## src/rtl/twra_pkg.sv

```systemverilog
`default_nettype none
// ----------------------------------------------------------------------------
// twra_pkg
// Shared constants for the time-windowed response average block.
// ----------------------------------------------------------------------------
package twra_pkg;

    localparam int SAMPLES  = 16;
    localparam int IdxW     = $clog2(SAMPLES);
    localparam int RankW    = $clog2(SAMPLES + 1);

    localparam int SampleW  = 32;
    localparam int StampW   = 32;
    localparam int EntryW   = SampleW + StampW;

    localparam int PeriodW  = 16;
    localparam int MsPerSec = 1000;
    localparam int SpanW    = PeriodW + $clog2(MsPerSec);

    // weighted denominator, the largest divisor used
    localparam int Denom    = (SAMPLES * (SAMPLES + 1)) / 2;
    localparam int DenW     = $clog2(Denom + 1);

    // divider retires DivBits quotient bits per cycle
    localparam int DivBits  = 4;
    localparam int DivIters = (SampleW + DenW + DivBits - 1) / DivBits;
    localparam int AccW     = DivIters * DivBits;
    localparam int DivCntW  = $clog2(DivIters);

    localparam int CfgIdxW  = 2;
    localparam int CfgDataW = 16;

    localparam logic [CfgIdxW-1:0] CfgPeriod = CfgIdxW'(0);
    localparam logic [CfgIdxW-1:0] CfgMethod = CfgIdxW'(1);

    localparam logic ModeInsert = 1'b0;
    localparam logic ModeQuery  = 1'b1;

    localparam logic MethodPlain    = 1'b0;
    localparam logic MethodWeighted = 1'b1;

endpackage
`default_nettype wire

```

## src/rtl/twra_div.sv

```systemverilog
`default_nettype none
// ----------------------------------------------------------------------------
// twra_div
// Restoring divider by a narrow divisor, several quotient bits per cycle.
// ----------------------------------------------------------------------------
module twra_div (
    input  wire logic                          aclk,
    input  wire logic                          aresetn,
    input  wire logic                          start,
    input  wire logic [twra_pkg::AccW-1:0]     dividend,
    input  wire logic [twra_pkg::DenW-1:0]     divisor,
    output logic                               done,
    output logic [twra_pkg::SampleW-1:0]       quotient
);

    logic                            busy_reg, busy_next;
    logic                            done_reg, done_next;
    logic [twra_pkg::DivCntW-1:0]    cnt_reg, cnt_next;
    logic [twra_pkg::AccW-1:0]       dvd_reg, dvd_next;
    logic [twra_pkg::DenW-1:0]       rem_reg, rem_next;
    logic [twra_pkg::DenW-1:0]       den_reg, den_next;
    logic [twra_pkg::AccW-1:0]       dvd_step;
    logic [twra_pkg::DenW-1:0]       rem_step;

    always_comb begin
        logic [twra_pkg::DenW:0] rem_w;
        dvd_step = dvd_reg;
        rem_step = rem_reg;
        for (int i = 0; i < twra_pkg::DivBits; i++) begin
            rem_w    = {rem_step, dvd_step[twra_pkg::AccW-1]};
            dvd_step = {dvd_step[twra_pkg::AccW-2:0], 1'b0};
            if (rem_w >= {1'b0, den_reg}) begin
                rem_w       = rem_w - {1'b0, den_reg};
                dvd_step[0] = 1'b1;
            end
            rem_step = rem_w[twra_pkg::DenW-1:0];
        end
    end

    always_comb begin
        busy_next = busy_reg;
        done_next = 1'b0;
        cnt_next  = cnt_reg;
        dvd_next  = dvd_reg;
        rem_next  = rem_reg;
        den_next  = den_reg;
        if (start) begin
            busy_next = 1'b1;
            cnt_next  = '0;
            dvd_next  = dividend;
            rem_next  = '0;
            den_next  = divisor;
        end else if (busy_reg) begin
            dvd_next = dvd_step;
            rem_next = rem_step;
            cnt_next = cnt_reg + 1'b1;
            if (cnt_reg == twra_pkg::DivCntW'(twra_pkg::DivIters - 1)) begin
                busy_next = 1'b0;
                done_next = 1'b1;
            end
        end
    end

    always_ff @(posedge aclk) begin
        if (!aresetn) begin
            busy_reg <= 1'b0;
            done_reg <= 1'b0;
            cnt_reg  <= '0;
        end else begin
            busy_reg <= busy_next;
            done_reg <= done_next;
            cnt_reg  <= cnt_next;
        end
    end

    always_ff @(posedge aclk) begin
        dvd_reg <= dvd_next;
        rem_reg <= rem_next;
        den_reg <= den_next;
    end

    assign done     = done_reg;
    assign quotient = dvd_reg[twra_pkg::SampleW-1:0];

endmodule
`default_nettype wire

```

## src/rtl/time_windowed_response_average.sv

```systemverilog
`default_nettype none
// ----------------------------------------------------------------------------
// time_windowed_response_average
// Ring of recent response times with arrival stamps; a query averages the
// entries still inside the age window, plain or rank weighted.
// ----------------------------------------------------------------------------
// insert: no result, next transaction accepted in the next cycle
// query: result after the ring walk and the division;
//   one ring entry read per cycle, then DivBits quotient bits per divider cycle
// a new transaction is taken once the result is in the output register
// synchronous active-low reset clears control, config and the entry valid bits;
//   entries never written read as zero
// ----------------------------------------------------------------------------
module time_windowed_response_average (
    input  wire logic                            aclk,
    input  wire logic                            aresetn,

    input  wire logic                            cfg_valid,
    output logic                                 cfg_ready,
    input  wire logic [twra_pkg::CfgIdxW-1:0]    cfg_index,
    input  wire logic [twra_pkg::CfgDataW-1:0]   cfg_data,

    input  wire logic                            s_valid,
    output logic                                 s_ready,
    input  wire logic                            s_mode,
    input  wire logic [31:0]                     s_sample_ms,
    input  wire logic [31:0]                     s_now_ms,

    output logic                                 m_valid,
    input  wire logic                            m_ready,
    output logic [31:0]                          m_average_ms
);

    typedef enum logic [4:0] {
        StIdle  = 5'b00001,
        StWalk  = 5'b00010,
        StDrain = 5'b00100,
        StDiv   = 5'b01000,
        StDone  = 5'b10000
    } state_t;

    state_t state_reg, state_next;

    logic [twra_pkg::PeriodW-1:0]  period_reg;
    logic                          method_reg;
    logic [twra_pkg::SpanW-1:0]    span_reg;

    logic [twra_pkg::EntryW-1:0]   mem [twra_pkg::SAMPLES];
    logic [twra_pkg::SAMPLES-1:0]  valid_reg;
    logic [twra_pkg::IdxW-1:0]     oldest_reg;
    logic [twra_pkg::IdxW-1:0]     walk_cnt_reg;
    logic [twra_pkg::IdxW-1:0]     rd_addr;
    logic [twra_pkg::IdxW:0]       addr_sum;
    logic                          rd_en;

    logic                          a_vld_reg;
    logic                          a_ok_reg;
    logic [twra_pkg::RankW-1:0]    a_rank_reg;
    logic [twra_pkg::EntryW-1:0]   rd_data_reg;

    logic                          b_vld_reg;
    logic [twra_pkg::AccW-1:0]     term_reg, term_next;
    logic [twra_pkg::AccW-1:0]     acc_reg;

    logic [31:0]                   now_reg;
    logic [twra_pkg::DenW-1:0]     den_reg;

    logic                          m_valid_reg;
    logic [31:0]                   m_average_reg;

    logic                          in_fire;
    logic                          insert_fire;
    logic                          query_fire;
    logic                          cfg_fire;
    logic                          walk_last;
    logic                          drained;
    logic                          out_free;
    logic                          div_start;
    logic                          div_done;
    logic [31:0]                   div_quot;

    assign cfg_ready   = 1'b1;
    assign s_ready     = (state_reg == StIdle);
    assign in_fire     = s_valid && s_ready;
    assign insert_fire = in_fire && (s_mode == twra_pkg::ModeInsert);
    assign query_fire  = in_fire && (s_mode == twra_pkg::ModeQuery);
    assign cfg_fire    = cfg_valid && cfg_ready;
    assign walk_last   = (walk_cnt_reg == twra_pkg::IdxW'(twra_pkg::SAMPLES - 1));
    assign drained     = !a_vld_reg && !b_vld_reg;
    assign out_free    = !m_valid_reg || m_ready;
    assign div_start   = (state_reg == StDrain) && drained;

    // config registers
    always_ff @(posedge aclk) begin
        if (!aresetn) begin
            period_reg <= twra_pkg::PeriodW'(1);
            method_reg <= twra_pkg::MethodPlain;
        end else if (cfg_fire) begin
            case (cfg_index)
                twra_pkg::CfgPeriod: period_reg <= cfg_data[twra_pkg::PeriodW-1:0];
                twra_pkg::CfgMethod: method_reg <= cfg_data[0];
                default: ;
            endcase
        end
    end

    always_ff @(posedge aclk) begin
        span_reg <= twra_pkg::SpanW'(period_reg) * twra_pkg::SpanW'(twra_pkg::MsPerSec);
    end

    // ring address, oldest first
    assign addr_sum = {1'b0, oldest_reg} + {1'b0, walk_cnt_reg};
    always_comb begin
        if (addr_sum >= (twra_pkg::IdxW + 1)'(twra_pkg::SAMPLES)) begin
            rd_addr = twra_pkg::IdxW'(addr_sum - (twra_pkg::IdxW + 1)'(twra_pkg::SAMPLES));
        end else begin
            rd_addr = addr_sum[twra_pkg::IdxW-1:0];
        end
    end
    assign rd_en = (state_reg == StWalk);

    always_ff @(posedge aclk) begin
        if (insert_fire) begin
            mem[oldest_reg] <= {s_now_ms, s_sample_ms};
        end
        if (rd_en) begin
            rd_data_reg <= mem[rd_addr];
        end
    end

    always_ff @(posedge aclk) begin
        if (!aresetn) begin
            valid_reg  <= '0;
            oldest_reg <= '0;
        end else if (insert_fire) begin
            valid_reg[oldest_reg] <= 1'b1;
            if (oldest_reg == twra_pkg::IdxW'(twra_pkg::SAMPLES - 1)) begin
                oldest_reg <= '0;
            end else begin
                oldest_reg <= oldest_reg + 1'b1;
            end
        end
    end

    // window test and weighting
    always_comb begin
        logic [32:0]                   limit;
        logic [31:0]                   sample;
        logic [twra_pkg::RankW-1:0]    weight;
        logic [31+twra_pkg::RankW:0]   prod;
        limit  = {1'b0, rd_data_reg[twra_pkg::EntryW-1:twra_pkg::SampleW]}
               + 33'(span_reg);
        sample = a_ok_reg ? rd_data_reg[twra_pkg::SampleW-1:0] : '0;
        weight = (method_reg == twra_pkg::MethodWeighted) ? a_rank_reg
                                                          : twra_pkg::RankW'(1);
        prod   = sample * weight;
        if (limit > {1'b0, now_reg}) begin
            term_next = twra_pkg::AccW'(prod);
        end else begin
            term_next = '0;
        end
    end

    always_ff @(posedge aclk) begin
        if (!aresetn) begin
            a_vld_reg <= 1'b0;
            b_vld_reg <= 1'b0;
        end else begin
            a_vld_reg <= rd_en;
            b_vld_reg <= a_vld_reg;
        end
    end

    always_ff @(posedge aclk) begin
        a_ok_reg   <= valid_reg[rd_addr];
        a_rank_reg <= twra_pkg::RankW'(walk_cnt_reg) + 1'b1;
        term_reg   <= term_next;
        if (query_fire) begin
            acc_reg <= '0;
            now_reg <= s_now_ms;
            den_reg <= (method_reg == twra_pkg::MethodWeighted)
                     ? twra_pkg::DenW'(twra_pkg::Denom)
                     : twra_pkg::DenW'(twra_pkg::SAMPLES);
        end else if (b_vld_reg) begin
            acc_reg <= acc_reg + term_reg;
        end
    end

    twra_div u_div (
        .aclk     (aclk),
        .aresetn  (aresetn),
        .start    (div_start),
        .dividend (acc_reg),
        .divisor  (den_reg),
        .done     (div_done),
        .quotient (div_quot)
    );

    // sequencer
    always_comb begin
        state_next = state_reg;
        case (state_reg)
            StIdle:  if (query_fire) state_next = StWalk;
            StWalk:  if (walk_last) state_next = StDrain;
            StDrain: if (drained) state_next = StDiv;
            StDiv:   if (div_done) state_next = StDone;
            StDone:  if (out_free) state_next = StIdle;
            default: state_next = StIdle;
        endcase
    end

    always_ff @(posedge aclk) begin
        if (!aresetn) begin
            state_reg    <= StIdle;
            walk_cnt_reg <= '0;
            m_valid_reg  <= 1'b0;
        end else begin
            state_reg <= state_next;
            if (query_fire) begin
                walk_cnt_reg <= '0;
            end else if (rd_en) begin
                walk_cnt_reg <= walk_cnt_reg + 1'b1;
            end
            if (state_reg == StDone && out_free) begin
                m_valid_reg <= 1'b1;
            end else if (m_ready) begin
                m_valid_reg <= 1'b0;
            end
        end
    end

    always_ff @(posedge aclk) begin
        if (state_reg == StDone && out_free) begin
            m_average_reg <= div_quot;
        end
    end

    assign m_valid      = m_valid_reg;
    assign m_average_ms = m_average_reg;

endmodule
`default_nettype wire

```

## config.mk

```make
export PLATFORM = sky130hd
export DESIGN_NAME = time_windowed_response_average
export DESIGN_NICKNAME = d
export VERILOG_FILES = /design/src/rtl/twra_pkg.sv /design/src/rtl/twra_div.sv /design/src/rtl/time_windowed_response_average.sv
export SDC_FILE = /design/constraint.sdc
export NUM_CORES = 2
export LEC_CHECK = 0
export BUFFER_PORTS_ARGS = -buffer_cell sky130_fd_sc_hd__clkbuf_2
export CORE_MARGIN = 5
export CORE_UTILIZATION = 50
export CTS_CLUSTER_DIAMETER = 120
export DETAILED_ROUTE_END_ITERATION = 8
export PLACE_DENSITY = 0.66
export SYNTH_ARGS = -nofsm -noshare
export SYNTH_HDL_FRONTEND = slang
export SYNTH_SLANG_ARGS = --single-unit
```

## constraint.sdc

```tcl
create_clock -name aclk -period 15.9 [get_ports aclk]
set_clock_uncertainty 0.1 [all_clocks]
set_input_delay 0.795 -clock aclk [delete_from_list [all_inputs] [get_ports aclk]]
set_output_delay 0.795 -clock aclk [all_outputs]
set_load 0.005 [all_outputs]
```

# After elaboration in Yosys (flattened, before gate mapping)
# Memory sizes are Yosys's and may differ from the RTL's. A register that Yosys moved wholly into a read port is not among the register bits.
# Index checks and enable logic that the tools add are counted.
[word_totals] register_bits=292 latch_bits=0 ram_bits=1024 romBits=0 input_bits=88 elab_cells=119 n_memories=1
[memory_table] memory="mem" words=16 word_bits=64 read_ports=1 rd_clocked_by_memory_dff=1 wr=1 line_no="time_windowed_response_average.sv:48" rtl="logic [twra_pkg::EntryW-1:0] mem [twra_pkg::SAMPLES];"
[op_classes] add_sub_neg=12 mul=2 div_mod_pow=0 magnitude_cmp=9 n_eq_ne=14 shifts=0 mux=33 bitwise=4 reduce_logical=20
[op_table] cell="two-way mux 40 bit" n=2
[op_table] cell="adder 40 bit" n=1
[op_table] cell="two-way mux 8 bit" n=5
[op_table] cell="multiplier 32 x 5 -> 37 bit" n=1
[op_table] cell="greater-or-equal comparator 9 x 8 -> 1 bit" n=4
[op_table] cell="adder 32 x 26 -> 33 bit" n=1
[op_table] cell="greater-than comparator 33 x 32 -> 1 bit" n=1
[op_table] cell="two-way mux 32 bit" n=1
[op_table] cell="subtractor 8 bit" n=4
[op_table] cell="two-way mux 5 bit" n=6
[op_table] cell="one-hot mux 5 bit (5 select lines)" n=1
[op_table] cell="multiplier 16 x 7 -> 23 bit, second input constant" n=1
[op_table] cell="OR 16 bit" n=1
[op_table] cell="two-way mux 1 bit" n=14
[op_table] cell="adder 4 x 1 -> 4 bit, second input constant" n=3
[op_table] cell="equality test 4 bit, second input constant" n=3
[op_table] cell="< comparator 4 x 5 -> 1 bit, second input constant" n=2
[op_table] cell="two-way mux 4 bit" n=2
[op_table] cell="logical AND 1 bit" n=7
[op_table] cell="!= test 2 x 1 -> 1 bit, second input constant" n=3
[op_table] cell="adder 4 x 1 -> 5 bit, second input constant" n=1
[op_table] cell="adder 4 x 4 -> 5 bit" n=1
[op_table] cell="equality test 5 x 1 -> 1 bit, second input constant" n=1
[op_table] cell="equality test 5 x 2 -> 1 bit, second input constant" n=1
[op_table] cell="other kinds (19)" n=27

# Logic depth before layout (Yosys ltp)
[depth] word_depth=10 ltp_mapped=32

# Modules after synthesis
# Synthesis repeated with hierarchy kept, for this count alone.
[unflattened] hier_cells=4259 area_unflattened_um2=63355.8
[modules_own_cells] mod="time_windowed_response_average" instances=1 cells_per_inst=3841 area_each_um2=58880.2
[modules_own_cells] mod="twra_div" instances=1 cells_per_inst=418 area_each_um2=4475.5

# Worst setup path before layout
# No wires, ideal clock.
[synth_path] kind="reg-to-reg" start="register u_div.den_reg[4] (netlist bit)" end="register u_div.rem_reg[6] (netlist bit)" t_arrival_ns=6.662 path_slack_ns=9.059 stages_incl_launch_ff=28 path_buffers=1 cell_sequence="edfxtp_1 -> inv_1 -> fa_1 -> o31ai_4 -> o211ai_4 -> nand2_1 -> o21ai_0 -> fa_1 -> nor3b_1 -> o2111a_1 -> a311o_1 -> o211ai_1 -> mux2_2 -> fa_1 -> o211ai_1 -> nor3_1 -> o31a_1 -> buf_6 -> a2111oi_4 -> xnor2_1 -> ha_1 -> nand4_1 -> nor3b_1 -> nor4b_4 -> o22ai_2 -> nand2_2 -> xnor2_1 -> a211oi_2"
[synth_via] elab_chain_cells=8 elab_cells_between_ends=12
[synth_rtl] item="start, declared" line_no="twra_div.sv:21" rtl="logic [twra_pkg::DenW-1:0] den_reg, den_next;"
[synth_rtl] item="start signal, assigned" line_no="twra_div.sv:79" rtl="den_reg <= den_next;"
[synth_rtl] item="subtractor 8 bit or greater-or-equal comparator 9 x 8 -> 1 bit (tied branches)" line_no="twra_div.sv:33, twra_div.sv:32"
[synth_rtl] item="two-way mux 8 bit" line_no="twra_div.sv:32" rtl="if (rem_w >= {1'b0, den_reg}) begin"
[synth_rtl] item="subtractor 8 bit or greater-or-equal comparator 9 x 8 -> 1 bit (tied branches)" line_no="twra_div.sv:33, twra_div.sv:32"
[synth_rtl] item="two-way mux 8 bit" line_no="twra_div.sv:32"
[synth_rtl] item="greater-or-equal comparator 9 x 8 -> 1 bit or subtractor 8 bit (tied branches)" line_no="twra_div.sv:32, twra_div.sv:33"
[synth_rtl] item="two-way mux 8 bit" line_no="twra_div.sv:32"
[synth_rtl] item="subtractor 8 bit or greater-or-equal comparator 9 x 8 -> 1 bit (tied branches)" line_no="twra_div.sv:33, twra_div.sv:32"
[synth_rtl] item="two-way mux 8 bit *" line_no="twra_div.sv:32"
[synth_rtl] item="end signal, assigned" line_no="twra_div.sv:78" rtl="rem_reg <= rem_next;"
[synth_rtl] item="end, declared" line_no="twra_div.sv:20" rtl="logic [twra_pkg::DenW-1:0] rem_reg, rem_next;"
# Mark *: on every way between the ends. The rest lies on a longest branch, timed or not.
# A chain may end at the register's enable or synchronous reset.

# Final worst setup path
[layout_path] start="register u_div.den_reg[4] (netlist bit)" end="register u_div.rem_reg[5] (netlist bit)"
# Same word-level chain as after synthesis.

==> impl_results.md <==
- TritonCTS clock tree: done
- Worst hold slack: 0.161 ns
- Synth Area in Compound Gates: 5.06%
- Met1 track demand over resource: 30.3%
- Dominant cells by area after synthesis: edfxtp_1, mux4_2, dfxtp_1
- Met3 GRT Util: 4.33%
- CP Class: reg2reg
- Origin of the worst setup path: u_div.den_reg[4]
- Worst Path Required: 16.42 ns
- Die W: 362 um
- Cell Pwr Density: 133 nW/um2
- Layout cells sized above 1: 16.2%
- Setup_tns: 0 ns
- Largest family of logic cells by synthesized area: multiplexers
- Crit Reg-Reg Endpoint: u_div.rem_reg[5]
- Routed len/inst: 23.1 um
- # DRC: 0
- Peak Freq: 129 MHz
- Post-synthesis simple-gate area fraction: 8.10%
- Worst setup EP type: flop
- # Max-Cap Violations: 0
- Synth Instances: 4064
- Clk_lat worst skew: 0.78 ns
- Met2 usage: 34.0%
- Worst slew pin tran: 1.14 ns
- R2R depth: 28
- Fin crit share: 48.8%
- Mux contribution to synthesized area: 10.2%
- Post-synth cell types: 86
- Endpoints failing hold: 0
- Fin util: 56.1%
- Final Routed Wirelength: 137000 um
- Synthesis-stage register bit count: 1365
- Post-place setup slack: 8.14 ns
- Worst Path Buf+Inv: 1
- Pleak: 25.6 nW
- Core box area: 123000 um2
- Final Non-Filler Cells: 5961
- Post-synth EDFFs: 1196
- Syn nets: 4515
- Register area share after synthesis: 63.6%
- Min Clock Period, post-route: 7.75 ns
- Main synth FF type: edfxtp_1
- Placed cell count: 5697
- Element type at the critical path start: flop
- Clock Sinks: 1365
- Top cell type's share of synthesized area: 58.1%
- Leading area contributor after synthesis: edfxtp_1
- Vias in the first global route: 34700
- Post-synth ARST share: 0%
- Relative slew margins: 23.5%
- Setup violators final: 0
- Crit path capture: u_div.rem_reg[5]
- Syn_area_per_cell: 15.2 um2
- Post-CTS setup buffer count: 0
- Placer Congestion: 0.814
- Unrepaired setup endpoints after global routing: false
- Max FFs per register: 1024
- Worst r2r src: u_div.den_reg[4]
- Vias per cell: 5.77
- Layout area overhead: 11.9%
- CP arrival: 8.27 ns
- I/O pin count: 123
- Reg2reg setup slack: 8.15 ns
- Post_cts resized: 0
- Worst setup margin: 8.15 ns
- Initial Util: 50.1%
- Highest fanout seen on the critical path: 8
- CTS H-tree lvls: 4
- GRT busiest layer: met2
- Post-DP HPWL: 79200 um
- Critical-path top delay cell: fa_1
- Rows: 129
- Detailed-route via count: 34400
- Max incr delay on CP: 0.58 ns
- Post-route ant nets: 0
- Hold-fix buffer count after cts: 0
- Yosys warns: 0
- Nets: 4655
- Status: completed
- Port buffer count: 121
- Drt first-iter violations: 2711
- Xor and xnor area share after synthesis: 1.80%
- Worst path depth: 28
- Cell family with most CP delay: compound AO/OA/AOI/OAI gates
- Remaining Overflow, GRT: 0
- TritonCTS Buffers: 142
- Max-slew violations: 0
- Peak supply drop: 0.000140 V
- Post-Syn Area: 61800 um2
- Critical hold path startpoint: cfg_data[6]
- Clock-pin slew on the worst setup and hold paths: 0.06 ns
- Die area: 131000 um2
- Maximum clock insertion buffer count: 3
- Total GRT Usage: 21.2%
- First-pass GRT wire length: 212000 um
- Hold/Removal Path Class: in2reg
- Initial antenna violation count: 16
- Die Span Y: 362 um
- Root buffer cell: clkbuf_16
- First-pass DRT Iterations: 5
- Pin count of the biggest net entering global routing: 145
- Post-synthesis adder-cell area fraction: 9.18%
-- per-layer routing --
| layer | vias up | routed length [um] |
|---|---|---|
| met4 | 18 | 2520 |
| met1 | 17500 | 60200 |
| li1 | 15600 | - |
| met3 | 183 | 9830 |
| met5 | - | 105 |
| met2 | 1069 | 64800 |
-- cells in the mapped netlist (all sizes together) (7+ instances only) --
master	n
nor2	237
nand2b	24
a21boi	21
o21a	35
xnor2	86
or3	8
nand3	117
nor4	11
nor2b	24
o21ai	50
and2	16
o211ai	12
fa	151
nand4	20
nor3	37
buf	44
mux2i	41
a31oi	82
a21o	63
a21oi	95
o31ai	8
inv	169
a211oi	22
nand2	498
ha	212
edfxtp	1196
dfxtp	169
o21bai	10
clkbuf	129
and3	82
mux4	260
or2	7
xor2	41
-- worst min-delay path by stage --
stage | to | cells after the start
finish | period_reg[6] | 3
global route | period_reg[6] | 3
detailed placement | u_div.den_reg[4] | 0
CTS | period_reg[6] | 3
global placement | m_average_ms[13] | 0
floorplan | u_div.den_reg[3] | 0
-- kinds of logic (layout without fill, tap and decap cells) --
logic type                 count (synthesis)  count (layout)
AOI/OAI and AO/OA                        454             454
adders and majority gates                363             363
other                                      1               3
buffers and inverters                    342             600
muxes                                    303             303
and+or+nand+nor                         1109            1109
xor gates and xnor gates                 127             127
DFF                                     1365            1365
-- final cells by class --
type | instances | area (um2)
multi-input combinational | 2357 | 21400
clock buffer | 174 | 3770
sequential | 1365 | 39300
fill | 9722 | 54100
inverter | 169 | 637
clock inverter | 88 | 952
timing repair buffer | 169 | 1020
tap | 1637 | 2050
antenna | 2 | 5.00
-- placed cells by master (no fill, tap or decap), drive strengths merged, types with 67 or more instances in the layout --
cell type and n:
nand2 498, a31oi 82, nand3 117, a21oi 95, fa 151, dfxtp 169
and3 82, xnor2 86, mux4 260, inv 174, ha 212, clkbuf 295
edfxtp 1196, nor2 237, clkinv 67
-- worst register-to-register path: cells and delay by family (launching register included) --
kind / cells / cell delay, ns
multiplexers: 1 / 0.40
buffers and inverters: 1 / 0.23
AND/OR/NAND/NOR: 9 / 1.57
flip-flops: 1 / 0.44
adder cells (fa/ha/maj): 4 / 1.76
AO/OA/AOI/OAI: 12 / 2.89
XOR/XNOR: 1 / 0.22
-- stage by stage --
step                      power (mW)  instance area, um2
final                           9.17               69200
after global routing            9.59               69200
after CTS                       9.25               69200
after detailed placement        5.94               64400
after global placement          5.94               64400
after floorplan                 5.54               61800
-- power breakdown --
part / internal (mW) / switching, mW
sequential: 4.02 / 0.0762
combinational: 0.788 / 0.971
clock: 1.91 / 1.40
total: 6.72 / 2.45
Note: power is estimated with default switching activity, not from simulation.
